## src/hdl/kst_pkg.sv

```systemverilog
// ----------------------------------------------------------------------------
// kst_pkg: shared types and constants of the keyed stock table
// Table geometry, operation and status codes, and the command record that
// travels from the front end through the queue to the table engine.
// ----------------------------------------------------------------------------
package kst_pkg;

    localparam int TABLE_DEPTH   = 64;
    localparam int IDX_W         = (TABLE_DEPTH > 1) ? $clog2(TABLE_DEPTH) : 1;
    localparam int CNT_W         = $clog2(TABLE_DEPTH + 1);

    localparam int OP_W          = 3;
    localparam int KEY_W         = 32;
    localparam int STOCK_W       = 32;
    localparam int STATUS_W      = 3;
    localparam int TALLY_W       = 7;
    localparam int TALLY_MAX     = 127;
    localparam int SMALL_KEY_MAX = 9;

    localparam int FIFO_DEPTH    = 2;
    localparam int FPTR_W        = (FIFO_DEPTH > 1) ? $clog2(FIFO_DEPTH) : 1;
    localparam int FCNT_W        = $clog2(FIFO_DEPTH + 1);

    typedef enum logic [OP_W-1:0] {
        OP_INSERT     = 3'd0,
        OP_LOOKUP     = 3'd1,
        OP_ADJUST     = 3'd2,
        OP_LIST_ALL   = 3'd3,
        OP_COUNT      = 3'd4,
        OP_LIST_SMALL = 3'd5
    } op_t;

    typedef enum logic [STATUS_W-1:0] {
        ST_OK         = 3'd0,
        ST_NOT_FOUND  = 3'd1,
        ST_EXISTS     = 3'd2,
        ST_FULL       = 3'd3,
        ST_NO_ENTRIES = 3'd4
    } status_t;

    typedef struct packed {
        op_t                       op;
        logic signed [KEY_W-1:0]   key;
        logic signed [STOCK_W-1:0] value;
    } cmd_t;

    // Queue write side and read side
    typedef struct packed {
        logic valid;
        cmd_t cmd;
    } q_wr_t;

    typedef struct packed {
        logic valid;
        cmd_t cmd;
    } q_rd_t;

endpackage

```

## src/hdl/kst_cmd_fifo.sv

```systemverilog
// ----------------------------------------------------------------------------
// kst_cmd_fifo: command queue
// Short queue that decouples request intake from the table engine.
// ----------------------------------------------------------------------------
module kst_cmd_fifo (
    input  logic           clk,
    input  logic           rst_n,
    input  kst_pkg::q_wr_t q_wr,
    output logic           q_full,
    input  logic           pop,
    output kst_pkg::q_rd_t q_rd
);
    import kst_pkg::*;

    cmd_t              mem_reg [FIFO_DEPTH];
    logic [FPTR_W-1:0] wr_ptr_reg;
    logic [FPTR_W-1:0] wr_ptr_next;
    logic [FPTR_W-1:0] rd_ptr_reg;
    logic [FPTR_W-1:0] rd_ptr_next;
    logic [FCNT_W-1:0] count_reg;
    logic [FCNT_W-1:0] count_next;
    logic              wr_en;
    logic              rd_en;

    assign q_full = (count_reg == FCNT_W'(FIFO_DEPTH));
    assign wr_en  = q_wr.valid && !q_full;
    assign rd_en  = pop && (count_reg != '0);

    assign q_rd.valid = (count_reg != '0);
    assign q_rd.cmd   = mem_reg[rd_ptr_reg];

    always_comb
    begin
        wr_ptr_next = wr_ptr_reg;
        rd_ptr_next = rd_ptr_reg;
        count_next  = count_reg;
        if (wr_en)
        begin
            wr_ptr_next = (wr_ptr_reg == FPTR_W'(FIFO_DEPTH - 1)) ? '0 : wr_ptr_reg + 1'b1;
        end
        if (rd_en)
        begin
            rd_ptr_next = (rd_ptr_reg == FPTR_W'(FIFO_DEPTH - 1)) ? '0 : rd_ptr_reg + 1'b1;
        end
        if (wr_en && !rd_en)
        begin
            count_next = count_reg + 1'b1;
        end
        else if (rd_en && !wr_en)
        begin
            count_next = count_reg - 1'b1;
        end
    end

    always_ff @(posedge clk or negedge rst_n)
    begin
        if (!rst_n)
        begin
            wr_ptr_reg <= '0;
            rd_ptr_reg <= '0;
            count_reg  <= '0;
        end
        else
        begin
            wr_ptr_reg <= wr_ptr_next;
            rd_ptr_reg <= rd_ptr_next;
            count_reg  <= count_next;
        end
    end

    always_ff @(posedge clk)
    begin
        if (wr_en)
        begin
            mem_reg[wr_ptr_reg] <= q_wr.cmd;
        end
    end

    a_count_bound: assert property (@(posedge clk) disable iff (!rst_n)
        count_reg <= FCNT_W'(FIFO_DEPTH))
        else $error("command queue over capacity");

    a_pop_nonempty: assert property (@(posedge clk) disable iff (!rst_n)
        pop |-> (count_reg != '0))
        else $error("engine popped an empty command queue");

    a_full_blocks: assert property (@(posedge clk) disable iff (!rst_n)
        (q_full && !rd_en) |=> (count_reg == FCNT_W'(FIFO_DEPTH)))
        else $error("queue count moved while full and not read");
endmodule

```

## config.mk

```make
export PLATFORM = sky130hd
export DESIGN_NAME = kst_cmd_fifo
export DESIGN_NICKNAME = d
export VERILOG_FILES = /design/src/hdl/kst_pkg.sv /design/src/hdl/kst_cmd_fifo.sv
export SDC_FILE = /design/constraint.sdc
export NUM_CORES = 1
export LEC_CHECK = 0
export BUFFER_PORTS_ARGS = -buffer_cell sky130_fd_sc_hd__buf_2
export CORE_ASPECT_RATIO = 1.75
export CORE_MARGIN = 2
export CORE_UTILIZATION = 52
export DETAILED_ROUTE_END_ITERATION = 7
export HOLD_SLACK_MARGIN = 0.08
export MAX_ROUTING_LAYER = met4
export PLACE_DENSITY = 0.89
export SKIP_CTS_REPAIR_TIMING = 1
export SLEW_MARGIN = 25
export SYNTH_ARGS = -nofsm -noshare
export SYNTH_HDL_FRONTEND = slang
export SYNTH_SLANG_ARGS = --single-unit
```

## constraint.sdc

```tcl
create_clock -name clk -period 5 [get_ports clk]
set_input_delay 0.5 -clock clk [delete_from_list [all_inputs] [get_ports clk]]
set_output_delay 0.5 -clock clk [all_outputs]
set_load 0.05 [all_outputs]
```

==> impl_metrics.tcl <==
set metrics [dict create \
    die_y_um 135 \
    rsz0062_at_grt "false" \
    synth_mux_area_share_pct 16.2 \
    drive_above_1_share_pct 61.3 \
    antenna_found_initial 2 \
    ys_seq_elements 138 \
    cts.sinks 138 \
    clkLatencyLatePin_ns 0.40 \
    synthAdderAreaFrac_pct 0.244 \
    p_total_mw 4.82 \
    grt_pass1_vias 2757 \
    htreeDepth 4 \
    layout_common_cells "buf_2, edfxtp_1, mux2_2" \
    required_ns 4.50 \
    critPathLaunchType "flip-flop" \
    status "finished, final reports clean" \
    power_leakage_nw 2.57 \
    clockRootBuffer "clkbuf_16" \
    yosysTopAreaCell "edfxtp_1" \
    die_x_um 79.0 \
    synth_top_family_by_area "multiplexers" \
    gp_congestion 0.703 \
    fillers 675 \
    dp_hpwl_mm 5.91 \
    crit_chain "mux2_2 -> buf_2" \
    detail-route-antenna-nets 0 \
    avgViaCountPerCell 5.00 \
    yosys_warnings 0 \
    max_freq_ghz 0.375 \
    dp_slack_ns 2.74 \
    critPathKind "flip-flop to output pin" \
    via_count 2608 \
    wl_per_cell_um 17.1 \
    syn2layout_area_growth_pct 28.4 \
    largest_reg_flops 134 \
    synth_simple_gate_area_share_pct 0.659 \
    critPathArrivalTime_ns 2.17 \
    dpl-instance-area_sq_mm 0.00596 \
    fin_ws_ns 2.33 \
    slew_viol_final 0 \
    synth_fp_nets 300 \
    tns_ns 0 \
    fin_crit_sh_pct 53.3 \
    synth-xor-area-share_pct 0.855 \
    synth_area_leaders "edfxtp_1, mux2_2, mux2_4" \
    core-area_sq_mm 0.00973 \
    finalSetupViolations 0 \
    worst_slew_pin_slew_ns 0.985 \
    overflow 0 \
    grt_pass1_wl_mm 13.2 \
    end_kind "output pin" \
    netlist_instances 228 \
    min_period_ns 2.67 \
    pin_count 140 \
    first_pass_iters 4 \
    postSynthAreaPerCell_sq_um 22.5 \
    clock_skew_ns 0.00749 \
    peakVddDrop_mv 0.761 \
    relSlewSlack_pct 34.3 \
    drc 0 \
    min_path_type "input pin to flip-flop" \
    rows 48 \
    max_stage_delay_ns 1.08 \
    cts_buffers 17 \
    die_area_sq_mm 0.0107 \
    cp_slowest_cell "dfrtp_4" \
    drt_iter0_drc 127 \
    clk_pin_slew_ns 0.06 \
    routed_wl_mm 8.92 \
    start_util_pct 52.7 \
    port_buffers 139 \
    final_common_cell "buf_2" \
    grt_max_degree 69 \
    ys_types 16 \
    fin_nets 454 \
    maxCapViolations 0 \
    powerDensity_mw_per_mm2 733 \
    fin_area_sq_mm 0.00658 \
    cts_tree "done" \
    synth_compound_area_share_pct 0 \
    clockBufferDepth 2 \
    hold_slack_ns 0.288 \
    synth_top_area_share_pct 78.5 \
    yosysSeqAreaShare_pct 80.5 \
    grt_use_total_pct 17.5 \
    syn_area_sq_mm 0.00512 \
    path_max_fanout 68 \
    timing_hold_violations_final 0 \
]
[final cells by class]
cell class,instances,area (sq um),area share (%)
flip-flops and latches,138,4130,62.7
multi-input cells,80,928,14.1
repair buffers,143,748,11.4
clock buffers,18,429,6.52
clock inverters,14,178,2.70
well taps,125,156,2.38
inverters,2,7.51,0.114
diodes,2,5.00,0.0761
[power by group]
group / internal (mW) / total [mW] / leakage (nW) / switching [mW]
registers: 1.59 / 1.77 / 1.29 / 0.184
logic: 0.546 / 1.79 / 0.981 / 1.25
clock network: 0.828 / 1.26 / 0.299 / 0.430
total: 2.96 / 4.82 / 2.57 / 1.86
[final timing paths]
path / cells after the start / startpoint / endpoint / slack [ns]
setup / recovery: 2 / rd_ptr_reg / q_rd[11] / 2.33
max in group asynchronous: 2 / rst_n / rd_ptr_reg / 4.43
hold / removal: 1 / q_wr[58] / mem_reg[1][58] / 0.29
setup reg to reg: 4 / count_reg[0] / mem_reg[0][46] / 2.96
hold reg to reg: 1 / count_reg[1] / count_reg[1] / 0.51
min in group asynchronous: 2 / rst_n / wr_ptr_reg / 0.44
[worst max-delay path, delay by kind of cell (launching register included)]
family / cells / cell delay [ns]
DFF: 1 / 1.08
muxes: 1 / 0.44
buffers and inverters: 1 / 0.22
[cell usage after synthesis]
cell / number
xor2_1: 2
ha_1: 1
buf_6: 2
nand2_1: 2
buf_8: 2
edfxtp_1: 134
or2_2: 1
xnor2_1: 3
buf_2: 4
mux2_4: 20
mux2_2: 47
nor2_1: 2
and3_1: 1
dfrtp_1: 4
inv_1: 2
nand2b_1: 1
[metrics by stage]
stage / cells / util, %
global route: 522 / 67.6
detailed placement: 487 / 61.2
finish: 522 / 67.6
CTS: 519 / 67.5
global placement: 486 / 61.0
floorplan: 228 / -
[kinds of logic (layout without fill, tap and decap cells)]
family | count (synthesis) | count (layout)
flip-flops | 138 | 138
multiplexers | 67 | 67
buffers and inverters | 10 | 177
AND/OR/NAND/NOR | 7 | 7
XOR/XNOR | 5 | 5
adder cells (fa/ha/maj) | 1 | 1
other | 0 | 2
[layer usage]
metal | vias up | global-route usage [%] | part of all wire (%)
li1 | 1216 | - | -
met1 | 1286 | 16.4 | 35
met2 | 95 | 31.5 | 59
met3 | 11 | 4.73 | 4.2
met4 | 0 | 9.58 | 2.1
met5 | - | - | 0
Note: power is estimated with default switching activity, not from simulation.
