### src/hdl/kst_pkg.sv
// ----------------------------------------------------------------------------
// kst_pkg: shared types and constants of the keyed stock table
// Table geometry, operation and status codes, and the command record that
// travels from the front end through the queue to the table engine.
// ----------------------------------------------------------------------------
package kst_pkg;

    localparam int TABLE_DEPTH   = 64;
    localparam int IDX_W         = (TABLE_DEPTH > 1) ? $clog2(TABLE_DEPTH) : 1;
    localparam int CNT_W         = $clog2(TABLE_DEPTH + 1);

    localparam int OP_W          = 3;
    localparam int KEY_W         = 32;
    localparam int STOCK_W       = 32;
    localparam int STATUS_W      = 3;
    localparam int TALLY_W       = 7;
    localparam int TALLY_MAX     = 127;
    localparam int SMALL_KEY_MAX = 9;

    localparam int FIFO_DEPTH    = 2;
    localparam int FPTR_W        = (FIFO_DEPTH > 1) ? $clog2(FIFO_DEPTH) : 1;
    localparam int FCNT_W        = $clog2(FIFO_DEPTH + 1);

    typedef enum logic [OP_W-1:0] {
        OP_INSERT     = 3'd0,
        OP_LOOKUP     = 3'd1,
        OP_ADJUST     = 3'd2,
        OP_LIST_ALL   = 3'd3,
        OP_COUNT      = 3'd4,
        OP_LIST_SMALL = 3'd5
    } op_t;

    typedef enum logic [STATUS_W-1:0] {
        ST_OK         = 3'd0,
        ST_NOT_FOUND  = 3'd1,
        ST_EXISTS     = 3'd2,
        ST_FULL       = 3'd3,
        ST_NO_ENTRIES = 3'd4
    } status_t;

    typedef struct packed {
        op_t                       op;
        logic signed [KEY_W-1:0]   key;
        logic signed [STOCK_W-1:0] value;
    } cmd_t;

    // Queue write side and read side
    typedef struct packed {
        logic valid;
        cmd_t cmd;
    } q_wr_t;

    typedef struct packed {
        logic valid;
        cmd_t cmd;
    } q_rd_t;

endpackage

### src/hdl/kst_req_if.sv
// ----------------------------------------------------------------------------
// kst_req_if: request channel of the keyed stock table
// Valid/ready channel carrying one operation with its key and value.
// ----------------------------------------------------------------------------
interface kst_req_if;
    import kst_pkg::*;

    logic                      valid;
    logic                      ready;
    logic [OP_W-1:0]           operation;
    logic signed [KEY_W-1:0]   key;
    logic signed [STOCK_W-1:0] value;

    modport source (output valid, output operation, output key, output value, input ready);
    modport sink   (input valid, input operation, input key, input value, output ready);
endinterface

### src/hdl/kst_front.sv
// ----------------------------------------------------------------------------
// kst_front: request intake
// Accept request transactions, drop unknown operation codes and stage the
// command for the queue.
// ----------------------------------------------------------------------------
module kst_front (
    input  logic           clk,
    input  logic           rst_n,
    kst_req_if.sink        req,
    input  logic           q_full,
    output kst_pkg::q_wr_t q_wr
);
    import kst_pkg::*;

    logic stage_valid_reg;
    logic stage_valid_next;
    cmd_t stage_cmd_reg;
    cmd_t stage_cmd_next;
    logic taken;
    logic accept;
    logic op_known;

    assign taken    = stage_valid_reg && !q_full;
    assign req.ready = !stage_valid_reg || !q_full;
    assign accept   = req.valid && req.ready;

    always_comb
    begin
        op_known = req.operation inside {[OP_INSERT:OP_LIST_SMALL]};
    end

    always_comb
    begin
        stage_valid_next = stage_valid_reg && !taken;
        stage_cmd_next   = stage_cmd_reg;
        // unknown codes cause no result: drop them here
        if (accept && op_known)
        begin
            stage_valid_next     = 1'b1;
            stage_cmd_next.op    = op_t'(req.operation);
            stage_cmd_next.key   = req.key;
            stage_cmd_next.value = req.value;
        end
    end

    always_ff @(posedge clk or negedge rst_n)
    begin
        if (!rst_n)
        begin
            stage_valid_reg <= 1'b0;
        end
        else
        begin
            stage_valid_reg <= stage_valid_next;
        end
    end

    always_ff @(posedge clk)
    begin
        stage_cmd_reg <= stage_cmd_next;
    end

    assign q_wr.valid = stage_valid_reg;
    assign q_wr.cmd   = stage_cmd_reg;
endmodule

### src/flat_wrapper.sv
// flat-port wrapper written by rule: the top's interface ports become plain ports
module kst_front_flat import kst_pkg::*;
  (clk, rst_n, q_full, q_wr, req_valid, req_operation, req_key, req_value, req_ready);
  kst_req_if req_i ();
  input  logic clk;
  input  logic rst_n;
  input  logic q_full;
  output kst_pkg::q_wr_t q_wr;
  input wire logic [$bits(req_i.valid)-1:0] req_valid;
  input wire logic [$bits(req_i.operation)-1:0] req_operation;
  input wire logic [$bits(req_i.key)-1:0] req_key;
  input wire logic [$bits(req_i.value)-1:0] req_value;
  output wire logic [$bits(req_i.ready)-1:0] req_ready;
  assign req_i.valid = req_valid;
  assign req_i.operation = req_operation;
  assign req_i.key = req_key;
  assign req_i.value = req_value;
  assign req_ready = req_i.ready;
  kst_front u_core (.clk(clk), .rst_n(rst_n), .req(req_i), .q_full(q_full), .q_wr(q_wr));
endmodule
### config.mk
export PLATFORM = sky130hd
export DESIGN_NAME = kst_front_flat
export DESIGN_NICKNAME = d
export VERILOG_FILES = /design/src/hdl/kst_pkg.sv /design/src/hdl/kst_req_if.sv /design/src/hdl/kst_front.sv /design/src/flat_wrapper.sv
export SDC_FILE = /design/constraint.sdc
export NUM_CORES = 1
export LEC_CHECK = 0
export BUFFER_PORTS_ARGS = -buffer_cell sky130_fd_sc_hd__buf_2
export CAP_MARGIN = 30
export CORE_MARGIN = 8
export CORE_UTILIZATION = 40
export CTS_BUF_LIST = sky130_fd_sc_hd__clkbuf_8
export CTS_CLUSTER_DIAMETER = 30
export DETAILED_ROUTE_END_ITERATION = 16
export GPL_TIMING_DRIVEN = 0
export PLACE_DENSITY_LB_ADDON = 0.3
export SYNTH_ARGS = -nofsm -noshare
export SYNTH_HDL_FRONTEND = slang
export SYNTH_SLANG_ARGS = --single-unit
### constraint.sdc
create_clock -name clk -period 5.1 [get_ports clk]
set_input_delay 0.51 -clock clk [delete_from_list [all_inputs] [get_ports clk]]
set_output_delay 0.51 -clock clk [all_outputs]
set_load 0.02 [all_outputs]
==> results of run 1 <==
## logic make-up (layout without fill, tap and decap cells)
logic type | Yosys count | after routing | synth area share (%)
AO/OA/AOI/OAI | 2 | 2 | 0.906
AND/OR/NAND/NOR | 2 | 2 | 0.363
buffers and inverters | 1 | 157 | 0.363
flip-flops | 68 | 68 | 98.4
## routing by layer
layer	up-vias	track usage [%]	wire length, um
met5	-	0	0
met4	0	8.44	58
met3	6	7.69	818
met2	91	19.8	2310
met1	568	11.5	1670
li1	596	-	-
## through the flow
stage,setup slack [ns],cell area (sq um),total power [uW]
detailed placement,2.84,2920,794
CTS,3.19,3100,1190
global route,3.12,3100,1210
finish,3.21,3100,1170
floorplan,2.12,2070,728
global placement,1.41,2850,784
## where the power goes
part	leakage (uW)	internal (uW)	switching (uW)
Sequential	0.000643	652	6.97
Combinational	0.000593	46.6	73.8
Clock	0.0000912	214	172
Total	0.00133	913	252
## worst min path at each step
stage | to | slack [ns]
5_1_grt | u_core.q_wr[24] | 0.34
2_1_floorplan | u_core.stage_valid_reg | 0.21
3_3_place_gp | u_core.stage_valid_reg | 0.29
6_report | u_core.q_wr[49] | 0.36
3_5_place_dp | u_core.stage_valid_reg | 0.29
4_1_cts | u_core.q_wr[26] | 0.34
## area by class of cell
cell class	count	area (sq um)	share of cell area, %
Timing Repair Buffer	142	761	24.6
Multi-Input combinational cell	4	33.8	1.09
Sequential cell	68	2040	65.8
Clock buffer	9	124	4.00
Buffer	1	7.51	0.242
Tap cell	70	87.6	2.83
Clock inverter	5	46.3	1.49
## placed cells by master (no fill, tap or decap)
master | Yosys | routed
edfxtp_1 | 67 | 67
clkbuf_8 | 0 | 9
clkinv_2 | 0 | 1
buf_16 | 0 | 2
a21bo_2 | 1 | 1
a21oi_4 | 0 | 1
bufinv_16 | 0 | 1
buf_4 | 1 | 1
buf_2 | 0 | 139
inv_1 | 0 | 1
dfrtp_1 | 1 | 1
dlygate4sd3_1 | 0 | 1
nand2_1 | 2 | 2
clkinv_1 | 0 | 2
==> results.md, run 1 <==
* Crit. End Element: register
* EDFF count, synth at 67
* Vias post-DR at 1261
* Slowest CP cell: a21oi_4
* Area of the core at 5040 sq um
* R2R setup slack at 3.26 ns
* Root buffer selected by CTS: clkbuf_8
* CP bufs+invs at 3
* Share of cells above drive strength 1 at 67.7%
* Min-Delay Path Class: input pin to register
* Clk buf depth at 2
* Avg Synthesized Cell Area at 28.4 sq um
* Largest register FFs at 67
* Worst Path Max Fanout at 25
* Synth async-reset ratio at 1.47%
* Synth top area share at 97.2%
* GRT Util Overall at 12.4%
* DP Cell Count at 284
* Num CTS Buffers at 9
* Number of global-route vias before repair at 1368
* Clk_skew at 0.00321 ns
* Max-Cap Viols at 0
* Post-synth top area cell: edfxtp_1
* H-tree depth at 3
* CP delay by family, top: compound AO/OA/AOI/OAI gates
* Ranking of synthesized cells by area: edfxtp_1 (97%), dfrtp_1 (1.2%), a21bo_2 (0.48%), a21oi_2 (0.42%), buf_4 (0.36%)
* Port buffer count at 139
* CP endpoint: u_core.q_wr[17]
* FF-to-FF path depth at 3
* Achievable Freq at 529 MHz
* Initial core utilization at 41.1%
* Non-filler instance count after layout at 299
* CTS tree: built
* DRT Pass-1 Iters at 4
* Slew margin rel. at 47.5%
* Initial antenna violation count at 0
* Fin Setup TNS at 0 ns
* DR vias/cell at 4.22
* Top cells by count, synth: edfxtp_1 (67), nand2_1 (2)
* Area delta synth->final at 49.5%
* Final Hold Vio Count at 0
* Cell Rows at 26
* Clock Latency Late Sink at 0.32 ns
* Leakage at 0.00133 uW
* CTS Hold Bufs at 1
* Hold path startpoint: req_key[17]
* Synth Instances at 73
* Global-route wire length before repair at 6760 um
* Gpl congestion at 0.679
* Clk slew on worst S/H paths at 0.06 ns
* FF+latch count, synth at 68
* Largest net degree at the start of global routing at 26
* Synth Warn # at 0
* Synthesized cell area at 2070 sq um
* Clock sinks at 68
* Die height at 88.0 um
* Final setup violation count at 0
* Seq/Total Area, Yosys at 98.4%
* Power Density at 376 nW/um^2
* Total Routed Length at 4850 um
* GRT overflow at 0
* Critical path, cell by cell: buf_2 -> a21bo_2 -> a21oi_4 -> buf_16 -> buf_16
* Hpwl dp at 3850 um
* Die area at 7740 sq um
* DRT iter0 DRCs at 65
* Worst Tran Pin Value at 0.786 ns
* Reg-to-reg critical path endpoint: u_core.q_wr[17]
* Crit start category: input pin
* Worst VDD drop at 199 uV
* CP peak stage delay at 0.61 ns
* Worst Path Required at 5.13 ns
* Post-synth net total at 144
* Setup bufs post-CTS at 0
* Post-cts sizing count at 0
* Hold slack at 0.360 ns
* Final #Nets at 297
* DRC errors left at 0
* Synth cell types at 6
* DRT antenna net count at 0
* Worst Setup SP: req_operation[2]
* Hold Crit Depth at 1
* CP dominant cell by count: buf_16
* Unrepaired setup endpoints after global routing: false
* Final period util at 37.0%
* Pins Over Slew Limit at 0
* Dominant synthesized flop cell: edfxtp_1
* Drt wl/cell at 16.2 um
* WP depth at 5
* Ant. Diodes at 0
* R2r startpoint: u_core.stage_valid_reg
* Outcome: complete, no violations
* Worst EP arrival at 1.92 ns
* Die width at 88.0 um
* Post-layout min period at 1.89 ns
* Fillers at 402
* # IOs at 140
* Count leader, synth: edfxtp_1
* Final Util at 61.4%
* Critical path class: input pin to register
Power figures use the tool's default switching activity.
==> run 2: changes to the inputs <==
--- a/config.mk
+++ b/config.mk
@@ -8,7 +8,7 @@
 export BUFFER_PORTS_ARGS = -buffer_cell sky130_fd_sc_hd__buf_2
 export CAP_MARGIN = 30
 export CORE_MARGIN = 8
-export CORE_UTILIZATION = 40
+export CORE_UTILIZATION = 38
 export CTS_BUF_LIST = sky130_fd_sc_hd__clkbuf_8
 export CTS_CLUSTER_DIAMETER = 30
 export DETAILED_ROUTE_END_ITERATION = 16
==> constraint.sdc (replaced) <==
create_clock -name clk -period 1.6 [get_ports clk]
set_input_delay 0.16 -clock clk [delete_from_list [all_inputs] [get_ports clk]]
set_output_delay 0.16 -clock clk [all_outputs]
set_load 0.02 [all_outputs]
==> results.md, run 2 (synthesis gave the netlist of run 1 again) <==
* DR vias/cell at 4.21
* Number of global-route vias before repair at 1748
* Worst Tran Pin Value at 0.611 ns
* Most frequent cells in the layout: buf_2 (139), edfxtp_1 (67), dlygate4sd3_1 (64)
* Clk slew on worst S/H paths at 0.07 ns
* Hold slack at 0.0130 ns
* Area of the core at 5370 sq um
* CP delay by family, top: flip-flops
* Most common cell after layout, fill and taps aside: buf_2
* Achievable Freq at 692 MHz
* CP bufs+invs at 1
* Ant. Diodes at 0
* Clock Latency Late Sink at 0.33 ns
* Final period util at 90.3%
* Drt wl/cell at 16.0 um
* CP peak stage delay at 0.46 ns
* Worst EP arrival at 1.48 ns
* Final Hold Vio Count at 0
* Worst VDD drop at 699 uV
* Worst Setup SP: u_core.stage_valid_reg
* DRT antenna net count at 0
* CTS tree: built
* Worst Path Max Fanout at 29
* DRT iter0 DRCs at 52
* GRT Util Overall at 14.4%
* Final setup violation count at 0
* Total Routed Length at 5860 um
* Setup bufs post-CTS at 0
* GRT overflow at 0
* Hpwl dp at 3800 um
* H-tree depth at 3
* Critical path, cell by cell: a21oi_4 -> buf_12
* Max-Cap Viols at 0
* Worst Path Required at 1.63 ns
* Initial core utilization at 38.6%
* Slew margin rel. at 59.3%
* Post-layout min period at 1.45 ns
* Clk_skew at 0.00629 ns
* Slowest CP cell: dfrtp_1
* Outcome: complete, no violations
* DRC errors left at 0
* Cell Rows at 27
* R2r startpoint: u_core.stage_valid_reg
* Clk buf depth at 2
* Post-cts sizing count at 0
* Vias post-DR at 1545
* Largest register FFs at 67
* Min-Delay Path Class: input pin to register
* Unrepaired setup endpoints after global routing: false
* Critical path class: register to register
* Final Util at 70.5%
* Final #Nets at 361
* Leakage at 0.00162 uW
* Num CTS Buffers at 9
* Crit. End Element: register
* Area delta synth->final at 83.0%
* Die height at 89.8 um
* DRT Pass-1 Iters at 4
* FF-to-FF path depth at 2
* Crit start category: register
* Die area at 8070 sq um
* Global-route wire length before repair at 9040 um
* # IOs at 140
* Initial antenna violation count at 0
* Pins Over Slew Limit at 0
* Root buffer selected by CTS: clkbuf_8
* Port buffer count at 139
* Gpl congestion at 0.684
* R2R setup slack at 0.15 ns
* Share of cells above drive strength 1 at 53.9%
* Largest net degree at the start of global routing at 30
* Die width at 89.8 um
* Clock sinks at 68
* Power Density at 1100 nW/um^2
* Reg-to-reg critical path endpoint: u_core.q_wr[62]
* WP depth at 2
* CP endpoint: u_core.q_wr[62]
==> run 2: per-layer routing <==
metal  track usage (%)  wire, um  vias up
met5                 0         0        -
met4              5.78        91        0
li1                  -         -      730
met1              13.7      2200      724
met2              25.7      3020       83
met3              7.32       552        8
==> run 2: how the worst min path moves through the flow <==
stage | from | cells after the start | to | slack, ns
detailed placement | rst_n | 1 | u_core.stage_valid_reg | -0.06
finish | req_key[30] | 1 | u_core.q_wr[62] | 0.01
CTS | req_key[10] | 1 | u_core.q_wr[42] | 0.0004
floorplan | rst_n | 0 | u_core.stage_valid_reg | -0.14
global placement | rst_n | 1 | u_core.stage_valid_reg | -0.06
global route | req_key[30] | 1 | u_core.q_wr[62] | 0.002
==> run 2: where the power goes <==
group	leakage (uW)	total [uW]	internal (uW)	switching (uW)
clock network	0.000122	1550	955	595
registers	0.000643	2100	2080	26.0
logic	0.000855	511	247	264
==> run 2: final cells by class <==
type	count	area, sq um
well taps	72	90.1
flip-flops and latches	68	2040
clock inverters	5	76.3
multi-input cells	5	42.5
plain buffers	1	7.51
clock buffers	11	151
repair buffers	205	1380
fillers	347	1580
==> run 2: repair_timing <==
| item | in CTS | in global routing |
|---|---|---|
| hold buffers | 61 | 3 |
| endpoints found under the setup margin | 49 | 0 |
| hold endpoints to repair | 61 | 3 |
==> run 2: per-stage QoR <==
step	TNS [ns]	total power (uW)	cells	area (sq um)	setup slack, ns
2_1_floorplan	-24.94	2320	73	2080	-0.372
3_3_place_gp	-53.87	2500	284	2860	-0.808
3_5_place_dp	-3.37	2520	286	2910	-0.0898
4_1_cts	0	4190	364	3760	0.134
5_1_grt	0	4300	367	3790	0.0772
6_report	0	4160	367	3790	0.155
==> run 2: worst reg2reg max path: stages (launching register included) <==
cell and delay (ns):
dfrtp_1 0.46, a21oi_4 0.42, buf_12 0.25
==> run 3: changes to the inputs <==
--- a/config.mk
+++ b/config.mk
@@ -14,6 +14,7 @@
 export DETAILED_ROUTE_END_ITERATION = 16
 export GPL_TIMING_DRIVEN = 0
 export PLACE_DENSITY_LB_ADDON = 0.3
+export SETUP_SLACK_MARGIN = 0.4
 export SYNTH_ARGS = -nofsm -noshare
 export SYNTH_HDL_FRONTEND = slang
 export SYNTH_SLANG_ARGS = --single-unit
==> results.md, run 3 (synthesis gave the netlist of run 1 again) <==
* Achievable Freq at 788 MHz
* Clk_skew at 0.00818 ns
* Vias post-DR at 1586
* Initial core utilization at 38.6%
* Min-Delay Path Class: input pin to register
* Final setup violation count at 0
* Die height at 89.8 um
* Initial antenna violation count at 0
* Slew margin rel. at 88.0%
* Num CTS Buffers at 9
* Ant. Diodes at 0
* Worst Path Max Fanout at 14
* Leakage at 0.00168 uW
* DR vias/cell at 4.24
* Clk slew on worst S/H paths at 0.07 ns
* Most common cell after layout, fill and taps aside: buf_2
* Largest net degree at the start of global routing at 21
* Die width at 89.8 um
* Critical path class: register to register
* Final period util at 79.3%
* GRT overflow at 0
* Unrepaired setup endpoints after global routing: true
* Worst Path Required at 1.64 ns
* H-tree depth at 3
* Post-layout min period at 1.27 ns
* DRT antenna net count at 0
* Total Routed Length at 6250 um
* Worst Tran Pin Value at 0.180 ns
* Pins Over Slew Limit at 0
* Global-route wire length before repair at 9500 um
* Worst VDD drop at 657 uV
* Share of cells above drive strength 1 at 56.0%
* GRT Util Overall at 15.1%
* Non-filler instance count after layout at 374
* Power Density at 1080 nW/um^2
* Root buffer selected by CTS: clkbuf_8
* Die area at 8070 sq um
* Final #Nets at 368
* Most frequent cells in the layout: buf_2 (137), edfxtp_1 (67), dlygate4sd3_1 (62)
* DRT iter0 DRCs at 43
* Hpwl dp at 3800 um
* DRT Pass-1 Iters at 2
* Outcome: complete, no violations
* Final Util at 72.8%
* Total power at 4240 uW
* CTS tree: built
* Gpl congestion at 0.684
* Area delta synth->final at 88.9%
* Number of global-route vias before repair at 1806
* Cell Rows at 27
* Area of the core at 5370 sq um
* Clk buf depth at 2
* Drt wl/cell at 16.7 um
* Final Hold Vio Count at 0
* # IOs at 140
* Fillers at 336
* Port buffer count at 139
* DP Cell Count at 286
* Max-Cap Viols at 0
* DRC errors left at 0
* Fin Setup TNS at 0 ns
* Clock Latency Late Sink at 0.32 ns
* Largest register FFs at 67
* Hold slack at 0.0186 ns
* Hold Crit Depth at 1
* Clock sinks at 68
* FF-to-FF path depth at 3
* Crit. End Element: register
* Worst EP arrival at 1.31 ns
* Crit start category: register
-- run 3: critical path: stages (launching register included) --
cell and delay (ns):
dfrtp_2 0.45, a21oi_4 0.22, buf_4 0.17, buf_16 0.14
-- run 3: layout make-up --
cell class,count,area [sq um],share of cell area (%)
sequential,68,2040,52.1
timing repair buffer,212,1500,38.3
clock buffer,11,151,3.87
tap,72,90.1,2.30
clock inverter,5,76.3,1.95
multi-input combinational,5,50.0,1.28
buffer,1,7.51,0.192
-- run 3: through the flow --
| stage | instance area (sq um) | setup WS, ns |
|---|---|---|
| after floorplan | 2080 | -0.372 |
| after global placement | 2860 | -0.808 |
| after detailed placement | 2910 | -0.0898 |
| after CTS | 3850 | 0.308 |
| after global routing | 3910 | 0.301 |
| final | 3910 | 0.330 |
-- run 3: final timing paths --
kind | startpoint | endpoint | slack, ns
max in group asynchronous | rst_n | u_core.stage_valid_reg | 1.38
hold reg to reg | u_core.stage_valid_reg | u_core.stage_valid_reg | 0.59
min in group asynchronous | rst_n | u_core.stage_valid_reg | 0.12
setup / recovery | u_core.stage_valid_reg | u_core.q_wr[36] | 0.33
setup reg to reg | u_core.stage_valid_reg | u_core.q_wr[36] | 0.33
hold / removal | req_key[30] | u_core.q_wr[62] | 0.02
-- run 3: per-layer routing --
layer	global-route usage [%]	wire, um	vias up
li1	-	-	744
met3	7.40	631	12
met1	14.4	2290	741
met2	26.6	3190	89
met4	6.77	144	0
met5	0	0	-
-- run 3: power breakdown --
part / internal (uW) / total (uW) / switching [uW]
combinational: 290 / 573 / 283
clock: 955 / 1570 / 613
sequential: 2080 / 2100 / 24.7
-- run 3: timing repair --
action | 4_1_cts | 5_1_grt
endpoints found under the setup margin | 69 | 68
hold buffers | 61 | 1
buffers inserted | 4 | 2
pin swaps | 2 | 1
cloned | 2 | 2
resized for setup | 6 | 1
hold endpoints to repair | 61 | 1
