**config.mk**
```make
export PLATFORM = sky130hd
export DESIGN_NAME = kst_back_flat
export DESIGN_NICKNAME = d
export VERILOG_FILES = /design/src/hdl/kst_pkg.sv /design/src/hdl/kst_rsp_if.sv /design/src/hdl/kst_ram.sv /design/src/hdl/kst_back.sv /design/src/flat_wrapper.sv
export SDC_FILE = /design/constraint.sdc
export NUM_CORES = 2
export LEC_CHECK = 0
export BUFFER_PORTS_ARGS = -buffer_cell sky130_fd_sc_hd__buf_2
export CAP_MARGIN = 20
export CORE_ASPECT_RATIO = 1.5
export CORE_MARGIN = 4
export CORE_UTILIZATION = 25
export CTS_BUF_LIST = sky130_fd_sc_hd__clkbuf_16
export CTS_CLUSTER_SIZE = 30
export DETAILED_ROUTE_END_ITERATION = 12
export GPL_TIMING_DRIVEN = 1
export PLACE_DENSITY = 0.46
export SYNTH_ARGS = -nofsm -noshare
export SYNTH_HDL_FRONTEND = slang
export SYNTH_HIERARCHICAL = 1
export SYNTH_SLANG_ARGS = --single-unit
```
**constraint.sdc**
```tcl
create_clock -name clk -period 6 [get_ports clk]
set_input_delay 1.2 -clock clk [delete_from_list [all_inputs] [get_ports clk]]
set_output_delay 1.2 -clock clk [all_outputs]
set_load 0.01 [all_outputs]
```
**src/hdl/kst_pkg.sv**
```systemverilog
// ----------------------------------------------------------------------------
// kst_pkg: shared types and constants of the keyed stock table
// Table geometry, operation and status codes, and the command record that
// travels from the front end through the queue to the table engine.
// ----------------------------------------------------------------------------
package kst_pkg;

    localparam int TABLE_DEPTH   = 64;
    localparam int IDX_W         = (TABLE_DEPTH > 1) ? $clog2(TABLE_DEPTH) : 1;
    localparam int CNT_W         = $clog2(TABLE_DEPTH + 1);

    localparam int OP_W          = 3;
    localparam int KEY_W         = 32;
    localparam int STOCK_W       = 32;
    localparam int STATUS_W      = 3;
    localparam int TALLY_W       = 7;
    localparam int TALLY_MAX     = 127;
    localparam int SMALL_KEY_MAX = 9;

    localparam int FIFO_DEPTH    = 2;
    localparam int FPTR_W        = (FIFO_DEPTH > 1) ? $clog2(FIFO_DEPTH) : 1;
    localparam int FCNT_W        = $clog2(FIFO_DEPTH + 1);

    typedef enum logic [OP_W-1:0] {
        OP_INSERT     = 3'd0,
        OP_LOOKUP     = 3'd1,
        OP_ADJUST     = 3'd2,
        OP_LIST_ALL   = 3'd3,
        OP_COUNT      = 3'd4,
        OP_LIST_SMALL = 3'd5
    } op_t;

    typedef enum logic [STATUS_W-1:0] {
        ST_OK         = 3'd0,
        ST_NOT_FOUND  = 3'd1,
        ST_EXISTS     = 3'd2,
        ST_FULL       = 3'd3,
        ST_NO_ENTRIES = 3'd4
    } status_t;

    typedef struct packed {
        op_t                       op;
        logic signed [KEY_W-1:0]   key;
        logic signed [STOCK_W-1:0] value;
    } cmd_t;

    // Queue write side and read side
    typedef struct packed {
        logic valid;
        cmd_t cmd;
    } q_wr_t;

    typedef struct packed {
        logic valid;
        cmd_t cmd;
    } q_rd_t;

endpackage

```
**src/hdl/kst_rsp_if.sv**
```systemverilog
// ----------------------------------------------------------------------------
// kst_rsp_if: response channel of the keyed stock table
// Valid/ready channel carrying one result with status, entry and tally.
// ----------------------------------------------------------------------------
interface kst_rsp_if;
    import kst_pkg::*;

    logic                      valid;
    logic                      ready;
    logic [STATUS_W-1:0]       status;
    logic signed [KEY_W-1:0]   out_key;
    logic signed [STOCK_W-1:0] out_stock;
    logic [TALLY_W-1:0]        tally;
    logic                      last;

    modport source (output valid, output status, output out_key, output out_stock,
                    output tally, output last, input ready);
    modport sink   (input valid, input status, input out_key, input out_stock,
                    input tally, input last, output ready);
endinterface

```
**src/hdl/kst_ram.sv**
```systemverilog
// ----------------------------------------------------------------------------
// kst_ram: generic simple dual-port RAM
// One write port, one read port with registered data held while re is low.
// ----------------------------------------------------------------------------
module kst_ram #(
    parameter int WIDTH = 32,
    parameter int DEPTH = 64
) (
    input  logic                                       clk,
    input  logic                                       we,
    input  logic [((DEPTH > 1) ? $clog2(DEPTH) : 1)-1:0] waddr,
    input  logic [WIDTH-1:0]                           wdata,
    input  logic                                       re,
    input  logic [((DEPTH > 1) ? $clog2(DEPTH) : 1)-1:0] raddr,
    output logic [WIDTH-1:0]                           rdata
);
    logic [WIDTH-1:0] mem [DEPTH];

    always_ff @(posedge clk)
    begin
        if (we)
        begin
            mem[waddr] <= wdata;
        end
        if (re)
        begin
            rdata <= mem[raddr];
        end
    end
endmodule

```
**src/hdl/kst_back.sv**
```systemverilog
// ----------------------------------------------------------------------------
// kst_back: table engine
// Walk the key and stock RAMs one entry a cycle while rsp does not stall a list,
// execute the command and drive the response register.
// ----------------------------------------------------------------------------
module kst_back (
    input  logic           clk,
    input  logic           rst_n,
    input  kst_pkg::q_rd_t q_rd,
    output logic           pop,
    kst_rsp_if.source      rsp
);
    import kst_pkg::*;

    typedef enum logic [2:0] {
        S_IDLE   = 3'b001,
        S_SCAN   = 3'b010,
        S_FINISH = 3'b100
    } state_t;

    state_t                    state_reg, state_next;
    cmd_t                      cmd_reg, cmd_next;
    logic [CNT_W-1:0]          used_reg, used_next;
    logic [CNT_W-1:0]          issue_idx_reg, issue_idx_next;
    logic                      d_valid_reg, d_valid_next;
    logic [IDX_W-1:0]          d_idx_reg, d_idx_next;
    logic                      found_reg, found_next;
    logic [IDX_W-1:0]          slot_reg, slot_next;
    logic signed [STOCK_W-1:0] slot_stock_reg, slot_stock_next;
    logic [CNT_W-1:0]          cnt_reg, cnt_next;
    logic                      pend_valid_reg, pend_valid_next;
    logic signed [KEY_W-1:0]   pend_key_reg, pend_key_next;
    logic signed [STOCK_W-1:0] pend_stock_reg, pend_stock_next;
    logic                      out_valid_reg, out_valid_next;
    status_t                   out_status_reg, out_status_next;
    logic signed [KEY_W-1:0]   out_key_reg, out_key_next;
    logic signed [STOCK_W-1:0] out_stock_reg, out_stock_next;
    logic [TALLY_W-1:0]        out_tally_reg, out_tally_next;
    logic                      out_last_reg, out_last_next;

    logic signed [KEY_W-1:0]   rd_key;
    logic signed [STOCK_W-1:0] rd_stock;
    logic                      ram_re;
    logic                      key_we;
    logic                      stock_we;
    logic [IDX_W-1:0]          stock_waddr;
    logic signed [STOCK_W-1:0] stock_wdata;

    logic                      is_list;
    logic                      is_search;
    logic                      match;
    logic                      can_load;
    logic                      emit_scan;
    logic                      stall;
    logic                      issue_ok;
    logic                      full;
    logic                      fin_fire;
    status_t                   fin_status;
    logic signed [KEY_W-1:0]   fin_key;
    logic signed [STOCK_W-1:0] fin_stock;
    logic [TALLY_W-1:0]        fin_tally;
    logic signed [STOCK_W-1:0] adj_sum;
    logic [CNT_W+TALLY_W-1:0]  cnt_wide;

    kst_ram #(.WIDTH(KEY_W), .DEPTH(TABLE_DEPTH)) u_key_ram (
        .clk   (clk),
        .we    (key_we),
        .waddr (used_reg[IDX_W-1:0]),
        .wdata (cmd_reg.key),
        .re    (ram_re),
        .raddr (issue_idx_reg[IDX_W-1:0]),
        .rdata (rd_key)
    );

    kst_ram #(.WIDTH(STOCK_W), .DEPTH(TABLE_DEPTH)) u_stock_ram (
        .clk   (clk),
        .we    (stock_we),
        .waddr (stock_waddr),
        .wdata (stock_wdata),
        .re    (ram_re),
        .raddr (issue_idx_reg[IDX_W-1:0]),
        .rdata (rd_stock)
    );

    always_comb
    begin
        is_list   = cmd_reg.op inside {OP_LIST_ALL, OP_LIST_SMALL};
        is_search = cmd_reg.op inside {OP_INSERT, OP_LOOKUP, OP_ADJUST};
    end

    // a signed key in 0..9 is an unsigned pattern of 9 or less
    assign match = is_list && ((cmd_reg.op == OP_LIST_ALL) ||
                   ($unsigned(rd_key) <= KEY_W'(SMALL_KEY_MAX)));

    assign can_load  = !out_valid_reg || rsp.ready;
    assign emit_scan = (state_reg == S_SCAN) && d_valid_reg && match && pend_valid_reg;
    assign stall     = emit_scan && !can_load;
    assign issue_ok  = issue_idx_reg < used_reg;
    assign ram_re    = (state_reg == S_SCAN) && !stall && issue_ok;
    assign full      = used_reg >= CNT_W'(TABLE_DEPTH);
    assign fin_fire  = (state_reg == S_FINISH) && can_load;
    assign adj_sum   = slot_stock_reg + cmd_reg.value;
    assign cnt_wide  = {{TALLY_W{1'b0}}, cnt_reg};

    always_comb
    begin
        fin_tally = (cnt_wide > (CNT_W + TALLY_W)'(TALLY_MAX)) ?
                    TALLY_W'(TALLY_MAX) : TALLY_W'(cnt_wide);
    end

    // final result of the command, and the table write it causes
    always_comb
    begin
        fin_status  = ST_OK;
        fin_key     = '0;
        fin_stock   = '0;
        key_we      = 1'b0;
        stock_we    = 1'b0;
        stock_waddr = used_reg[IDX_W-1:0];
        stock_wdata = cmd_reg.value;
        case (cmd_reg.op)
            OP_INSERT:
            begin
                fin_key = cmd_reg.key;
                if (full)
                begin
                    fin_status = ST_FULL;
                end
                else if (found_reg)
                begin
                    fin_status = ST_EXISTS;
                    fin_stock  = slot_stock_reg;
                end
                else
                begin
                    fin_stock = cmd_reg.value;
                    key_we    = fin_fire;
                    stock_we  = fin_fire;
                end
            end
            OP_LOOKUP:
            begin
                fin_key = cmd_reg.key;
                if (found_reg)
                begin
                    fin_stock = slot_stock_reg;
                end
                else
                begin
                    fin_status = ST_NOT_FOUND;
                end
            end
            OP_ADJUST:
            begin
                fin_key = cmd_reg.key;
                if (found_reg)
                begin
                    fin_stock   = adj_sum;
                    stock_we    = fin_fire;
                    stock_waddr = slot_reg;
                    stock_wdata = adj_sum;
                end
                else
                begin
                    fin_status = ST_NOT_FOUND;
                end
            end
            OP_LIST_ALL, OP_LIST_SMALL:
            begin
                if (pend_valid_reg)
                begin
                    fin_key   = pend_key_reg;
                    fin_stock = pend_stock_reg;
                end
                else
                begin
                    fin_status = ST_NO_ENTRIES;
                end
            end
            default:
            begin
                fin_status = ST_OK;
            end
        endcase
    end

    always_comb
    begin
        state_next      = state_reg;
        cmd_next        = cmd_reg;
        used_next       = used_reg;
        issue_idx_next  = issue_idx_reg;
        d_valid_next    = d_valid_reg;
        d_idx_next      = d_idx_reg;
        found_next      = found_reg;
        slot_next       = slot_reg;
        slot_stock_next = slot_stock_reg;
        cnt_next        = cnt_reg;
        pend_valid_next = pend_valid_reg;
        pend_key_next   = pend_key_reg;
        pend_stock_next = pend_stock_reg;
        out_valid_next  = out_valid_reg && !rsp.ready;
        out_status_next = out_status_reg;
        out_key_next    = out_key_reg;
        out_stock_next  = out_stock_reg;
        out_tally_next  = out_tally_reg;
        out_last_next   = out_last_reg;
        pop             = 1'b0;

        case (state_reg)
            S_IDLE:
            begin
                if (q_rd.valid)
                begin
                    pop             = 1'b1;
                    cmd_next        = q_rd.cmd;
                    issue_idx_next  = '0;
                    d_valid_next    = 1'b0;
                    found_next      = 1'b0;
                    cnt_next        = '0;
                    pend_valid_next = 1'b0;
                    state_next      = S_SCAN;
                end
            end
            S_SCAN:
            begin
                if (!stall)
                begin
                    if (issue_ok)
                    begin
                        issue_idx_next = issue_idx_reg + 1'b1;
                    end
                    d_valid_next = issue_ok;
                    d_idx_next   = issue_idx_reg[IDX_W-1:0];
                    if (d_valid_reg)
                    begin
                        if (is_search && !found_reg && (rd_key == cmd_reg.key))
                        begin
                            found_next      = 1'b1;
                            slot_next       = d_idx_reg;
                            slot_stock_next = rd_stock;
                        end
                        if ((cmd_reg.op == OP_COUNT) && (rd_stock != '0))
                        begin
                            cnt_next = cnt_reg + 1'b1;
                        end
                        // hold one match back so the final one can carry last
                        if (match)
                        begin
                            pend_valid_next = 1'b1;
                            pend_key_next   = rd_key;
                            pend_stock_next = rd_stock;
                        end
                    end
                    if (emit_scan)
                    begin
                        out_valid_next  = 1'b1;
                        out_status_next = ST_OK;
                        out_key_next    = pend_key_reg;
                        out_stock_next  = pend_stock_reg;
                        out_tally_next  = '0;
                        out_last_next   = 1'b0;
                    end
                    if (!issue_ok && !d_valid_reg)
                    begin
                        state_next = S_FINISH;
                    end
                end
            end
            S_FINISH:
            begin
                if (fin_fire)
                begin
                    out_valid_next  = 1'b1;
                    out_status_next = fin_status;
                    out_key_next    = fin_key;
                    out_stock_next  = fin_stock;
                    out_tally_next  = (cmd_reg.op == OP_COUNT) ? fin_tally : '0;
                    out_last_next   = 1'b1;
                    if (key_we)
                    begin
                        used_next = used_reg + 1'b1;
                    end
                    pend_valid_next = 1'b0;
                    state_next      = S_IDLE;
                end
            end
            default:
            begin
                state_next = S_IDLE;
            end
        endcase
    end

    always_ff @(posedge clk or negedge rst_n)
    begin
        if (!rst_n)
        begin
            state_reg      <= S_IDLE;
            used_reg       <= '0;
            d_valid_reg    <= 1'b0;
            pend_valid_reg <= 1'b0;
            out_valid_reg  <= 1'b0;
        end
        else
        begin
            state_reg      <= state_next;
            used_reg       <= used_next;
            d_valid_reg    <= d_valid_next;
            pend_valid_reg <= pend_valid_next;
            out_valid_reg  <= out_valid_next;
        end
    end

    always_ff @(posedge clk)
    begin
        cmd_reg        <= cmd_next;
        issue_idx_reg  <= issue_idx_next;
        d_idx_reg      <= d_idx_next;
        found_reg      <= found_next;
        slot_reg       <= slot_next;
        slot_stock_reg <= slot_stock_next;
        cnt_reg        <= cnt_next;
        pend_key_reg   <= pend_key_next;
        pend_stock_reg <= pend_stock_next;
        out_status_reg <= out_status_next;
        out_key_reg    <= out_key_next;
        out_stock_reg  <= out_stock_next;
        out_tally_reg  <= out_tally_next;
        out_last_reg   <= out_last_next;
    end

    assign rsp.valid     = out_valid_reg;
    assign rsp.status    = out_status_reg;
    assign rsp.out_key   = out_key_reg;
    assign rsp.out_stock = out_stock_reg;
    assign rsp.tally     = out_tally_reg;
    assign rsp.last      = out_last_reg;

    a_used_bound: assert property (@(posedge clk) disable iff (!rst_n)
        used_reg <= CNT_W'(TABLE_DEPTH))
        else $error("entry count beyond table depth");

    a_pend_in_walk: assert property (@(posedge clk) disable iff (!rst_n)
        pend_valid_reg |-> (state_reg == S_SCAN || state_reg == S_FINISH))
        else $error("held list entry outside a table walk");

    a_insert_grows: assert property (@(posedge clk) disable iff (!rst_n)
        (fin_fire && (cmd_reg.op == OP_INSERT) && (fin_status == ST_OK)) |=>
        (used_reg == CNT_W'($past(used_reg) + 1'b1)))
        else $error("successful insert did not grow the table");

    a_walk_in_range: assert property (@(posedge clk) disable iff (!rst_n)
        (state_reg == S_SCAN) |-> (issue_idx_reg <= used_reg))
        else $error("table walk ran past the used entries");
endmodule

```
**src/flat_wrapper.sv**
```systemverilog
// flat-port wrapper written by rule: the top's interface ports become plain ports
module kst_back_flat import kst_pkg::*;
  (clk, rst_n, q_rd, pop, rsp_valid, rsp_status, rsp_out_key, rsp_out_stock, rsp_tally, rsp_last, rsp_ready);
  kst_rsp_if rsp_i ();
  input  logic clk;
  input  logic rst_n;
  input  kst_pkg::q_rd_t q_rd;
  output logic pop;
  output wire logic [$bits(rsp_i.valid)-1:0] rsp_valid;
  output wire logic [$bits(rsp_i.status)-1:0] rsp_status;
  output wire logic [$bits(rsp_i.out_key)-1:0] rsp_out_key;
  output wire logic [$bits(rsp_i.out_stock)-1:0] rsp_out_stock;
  output wire logic [$bits(rsp_i.tally)-1:0] rsp_tally;
  output wire logic [$bits(rsp_i.last)-1:0] rsp_last;
  input wire logic [$bits(rsp_i.ready)-1:0] rsp_ready;
  assign rsp_valid = rsp_i.valid;
  assign rsp_status = rsp_i.status;
  assign rsp_out_key = rsp_i.out_key;
  assign rsp_out_stock = rsp_i.out_stock;
  assign rsp_tally = rsp_i.tally;
  assign rsp_last = rsp_i.last;
  assign rsp_i.ready = rsp_ready;
  kst_back u_core (.clk(clk), .rst_n(rst_n), .q_rd(q_rd), .pop(pop), .rsp(rsp_i));
endmodule
```
==> impl_metrics.tcl <==
set metrics [dict create \
    grt_pass1_wl_um 752000 \
    post-synth-top-count-cell "edfxtp_1" \
    area_growth_pct 17.3 \
    hold_viol_final 0 \
    syn_area_per_cell_um2 21.9 \
    status "finished, final reports clean" \
    clock_sinks 4438 \
    grt_max_degree 102 \
    h-tree-depth 5 \
    postCtsHoldBufs 1 \
    ios 148 \
    syn_inst 7799 \
    synth_nets 7912 \
    clkPwrFrac_pct 32.6 \
    tritoncts "built" \
    clkTransAtPathRegs_ns 0.06 \
    worst_clock_skew_ns 0.162 \
    ir_worst_vdd_mv 0.297 \
    synthTopCellsByCount "edfxtp_1 (4425), mux4_2 (990), mux2i_1 (282)" \
    ant_nets 0 \
    drv_cap 0 \
    synth_ff_type "edfxtp_1" \
    synth_area_leader_cell "edfxtp_1" \
    synth.top_cell.area_share_pct 77.7 \
    crit_path_end_kind "register" \
    switching_share_pct 31.2 \
    gp_congestion 0.912 \
    setup_viol_count_final 0 \
    crit_type "register to register" \
    seq_area_frac_synth_pct 77.9 \
    clockRootBuffer "clkbuf_16" \
    dpl.hpwl_um 363000 \
    drt_iter0_markers 9047 \
    p_int_mw 59.2 \
    cp.arrival_ns 5.50 \
    drive_gt1_share_pct 27.3 \
    nNetsFinal 8476 \
    min_period_over_period_pct 80.7 \
    synth_warnings 6 \
    power.total_mw 86.1 \
    start_kind "register" \
    die_height_um 1020 \
    coreArea_mm2 0.681 \
    required_ns 6.66 \
    drt-pass1-iter-count 7 \
    post-cts-setup-buffers 0 \
    sequentialPowerShare_pct 42.7 \
    ctsResizeCount 0 \
    synth_edf_count 4425 \
    report.final.slew_viol_count 0 \
    grt-ovfl-total 0 \
    grt_pass1_vias 86700 \
    crit_fanout 33 \
    leakagePower_nw 61.5 \
    clock_path_buffers 4 \
    synth.ff_latch_count 4438 \
    synth_area_leaders "edfxtp_1 (78%), mux4_2 (13%), mux2i_1 (1.7%), a22oi_1 (0.66%), nor2_1 (0.59%)" \
    hold_path.class "primary input to register" \
    routed_wirelength_um 555000 \
    drcViolationCount 0 \
    p_switching_mw 26.9 \
    start_util_pct 25.1 \
    clk-insertion-delay-late_ns 1.10 \
    antenna_found_initial 68 \
    wl_per_cell_um 31.3 \
    relSlewSlack_pct 22.2 \
    regArea_mm2 0.133 \
    grt_use_total_pct 15.4 \
    row_count 371 \
    fmax_mhz 207 \
    die-area_mm2 0.698 \
    fin_tns_setup_ns 0 \
    min_period_ns 4.84 \
    synth_cell_types 89 \
    num_vias 84600 \
    io_buffers 147 \
    dieWidth_um 683 \
    rsz0062_at_grt "false" \
    synthArstFlopShare_pct 0.293 \
    numCtsBuffers 450 \
    p_per_area_mw_per_mm2 429 \
    synthesis.area_mm2 0.171 \
    fill_cells 65800 \
    worst_slew_pin_slew_ns 1.16 \
    viasPerCell 4.76 \
    multi_input_area_mm2 0.0368 \
    combPwrFrac_pct 24.7 \
]
worst max-delay path, cell delays in order (launching register included):
cell and delay, ns:
edfxtp_1 0.37, buf_4 0.21, or3_1 0.42, nor3_2 0.17, buf_4 0.46, nor2_1 0.12, nor3_1 0.54, buf_4 0.27
nor2b_1 0.25, nand2_1 0.61, nor2_4 0.72, buf_12 0.28
power by group through the flow:
| stage | logic, mW | clock network, mW | registers, mW |
|---|---|---|---|
| 2_1_floorplan | 11.6 | 0 | 37.6 |
| 3_3_place_gp | 21.4 | 0 | 37.4 |
| 3_5_place_dp | 21.7 | 0 | 37.4 |
| 4_1_cts | 21.7 | 28.8 | 36.8 |
| 5_1_grt | 22.1 | 30.0 | 36.7 |
| 6_report | 21.3 | 28.1 | 36.7 |
final timing paths:
path / from / endpoint / slack (ns) / cells after the start
min: q_rd[28] / u_core/cmd_reg[28] / 0.28 / 1
max: u_core/cmd_reg[66] / u_core/u_stock_ram/mem[10][7] / 1.16 / 11
min in group asynchronous: rst_n / u_core/used_reg[6] / 0.94 / 2
max reg2reg: u_core/cmd_reg[66] / u_core/u_stock_ram/mem[10][7] / 1.16 / 11
min reg2reg: u_core/d_idx_reg[1] / u_core/slot_reg[1] / 0.42 / 0
max in group asynchronous: rst_n / u_core/state_reg[0] / 4.71 / 2
per-layer routing:
| layer | vias up | wire [um] | share of wire, % | track usage, % |
|---|---|---|---|---|
| met1 | 46300 | 203000 | 37 | 17.8 |
| met2 | 3147 | 289000 | 52 | 27.7 |
| li1 | 34200 | - | - | - |
| met4 | 24 | 29200 | 5.3 | 6.95 |
| met5 | - | 153 | 0.028 | 0 |
| met3 | 850 | 34100 | 6.1 | 2.80 |
layout by cell type (no fill, tap or decap), types with 20 or more instances in the layout:
master / instances
nor4_1: 20
clkinv_2: 84
buf_12: 53
inv_1: 103
nand2b_1: 23
clkinv_1: 111
a21oi_1: 131
nand2_1: 155
xnor2_1: 29
a21o_1: 24
a211oi_1: 23
buf_4: 320
a22o_1: 46
nor2b_1: 31
o21ai_0: 56
o22ai_1: 128
edfxtp_1: 4425
a22oi_1: 150
clkbuf_16: 453
buf_2: 147
nor2_1: 137
diode_2: 65
o221ai_1: 54
bufinv_16: 49
nor3_1: 23
ha_1: 41
nand3_1: 63
mux2i_1: 282
a31oi_1: 25
mux4_2: 990
nor2_4: 130
xor2_1: 48
metrics by stage:
| stage | std cells | hold slack [ns] | setup slack (ns) | cell area (um^2) | util, % |
|---|---|---|---|---|---|
| finish | 17800 | 0.279 | 1.16 | 201000 | 29.5 |
| global route | 17700 | 0.209 | 1.10 | 201000 | 29.4 |
| CTS | 17700 | 0.154 | 1.20 | 200000 | 29.4 |
| detailed placement | 16900 | 0.406 | 1.27 | 186000 | 27.3 |
| global placement | 16800 | 0.409 | 1.19 | 185000 | 27.2 |
| floorplan | 7799 | 0.400 | 0.111 | 171000 | - |
cell families (layout without fill, tap and decap cells):
| group | count (synthesis) | after routing | synth area share, % |
|---|---|---|---|
| simple gates | 721 | 721 | 1.97 |
| buf+inv | 441 | 1391 | 1.42 |
| fa+ha+maj | 42 | 42 | 0.312 |
| other cells | 0 | 65 | 0 |
| flops | 4438 | 4438 | 77.9 |
| xor+xnor | 78 | 78 | 0.399 |
| mux | 1272 | 1272 | 14.7 |
| compound gates | 807 | 807 | 3.33 |
layout make-up:
class / count / share of cell area, %
well taps: 8952 / 5.58
diodes: 65 / 0.0811
inverters: 17 / 0.0343
multi-input cells: 2920 / 18.3
clock inverters: 385 / 1.68
repair buffers: 536 / 2.23
flip-flops and latches: 4438 / 66.4
clock buffers: 453 / 5.65
(Power assumes the default switching activity.)
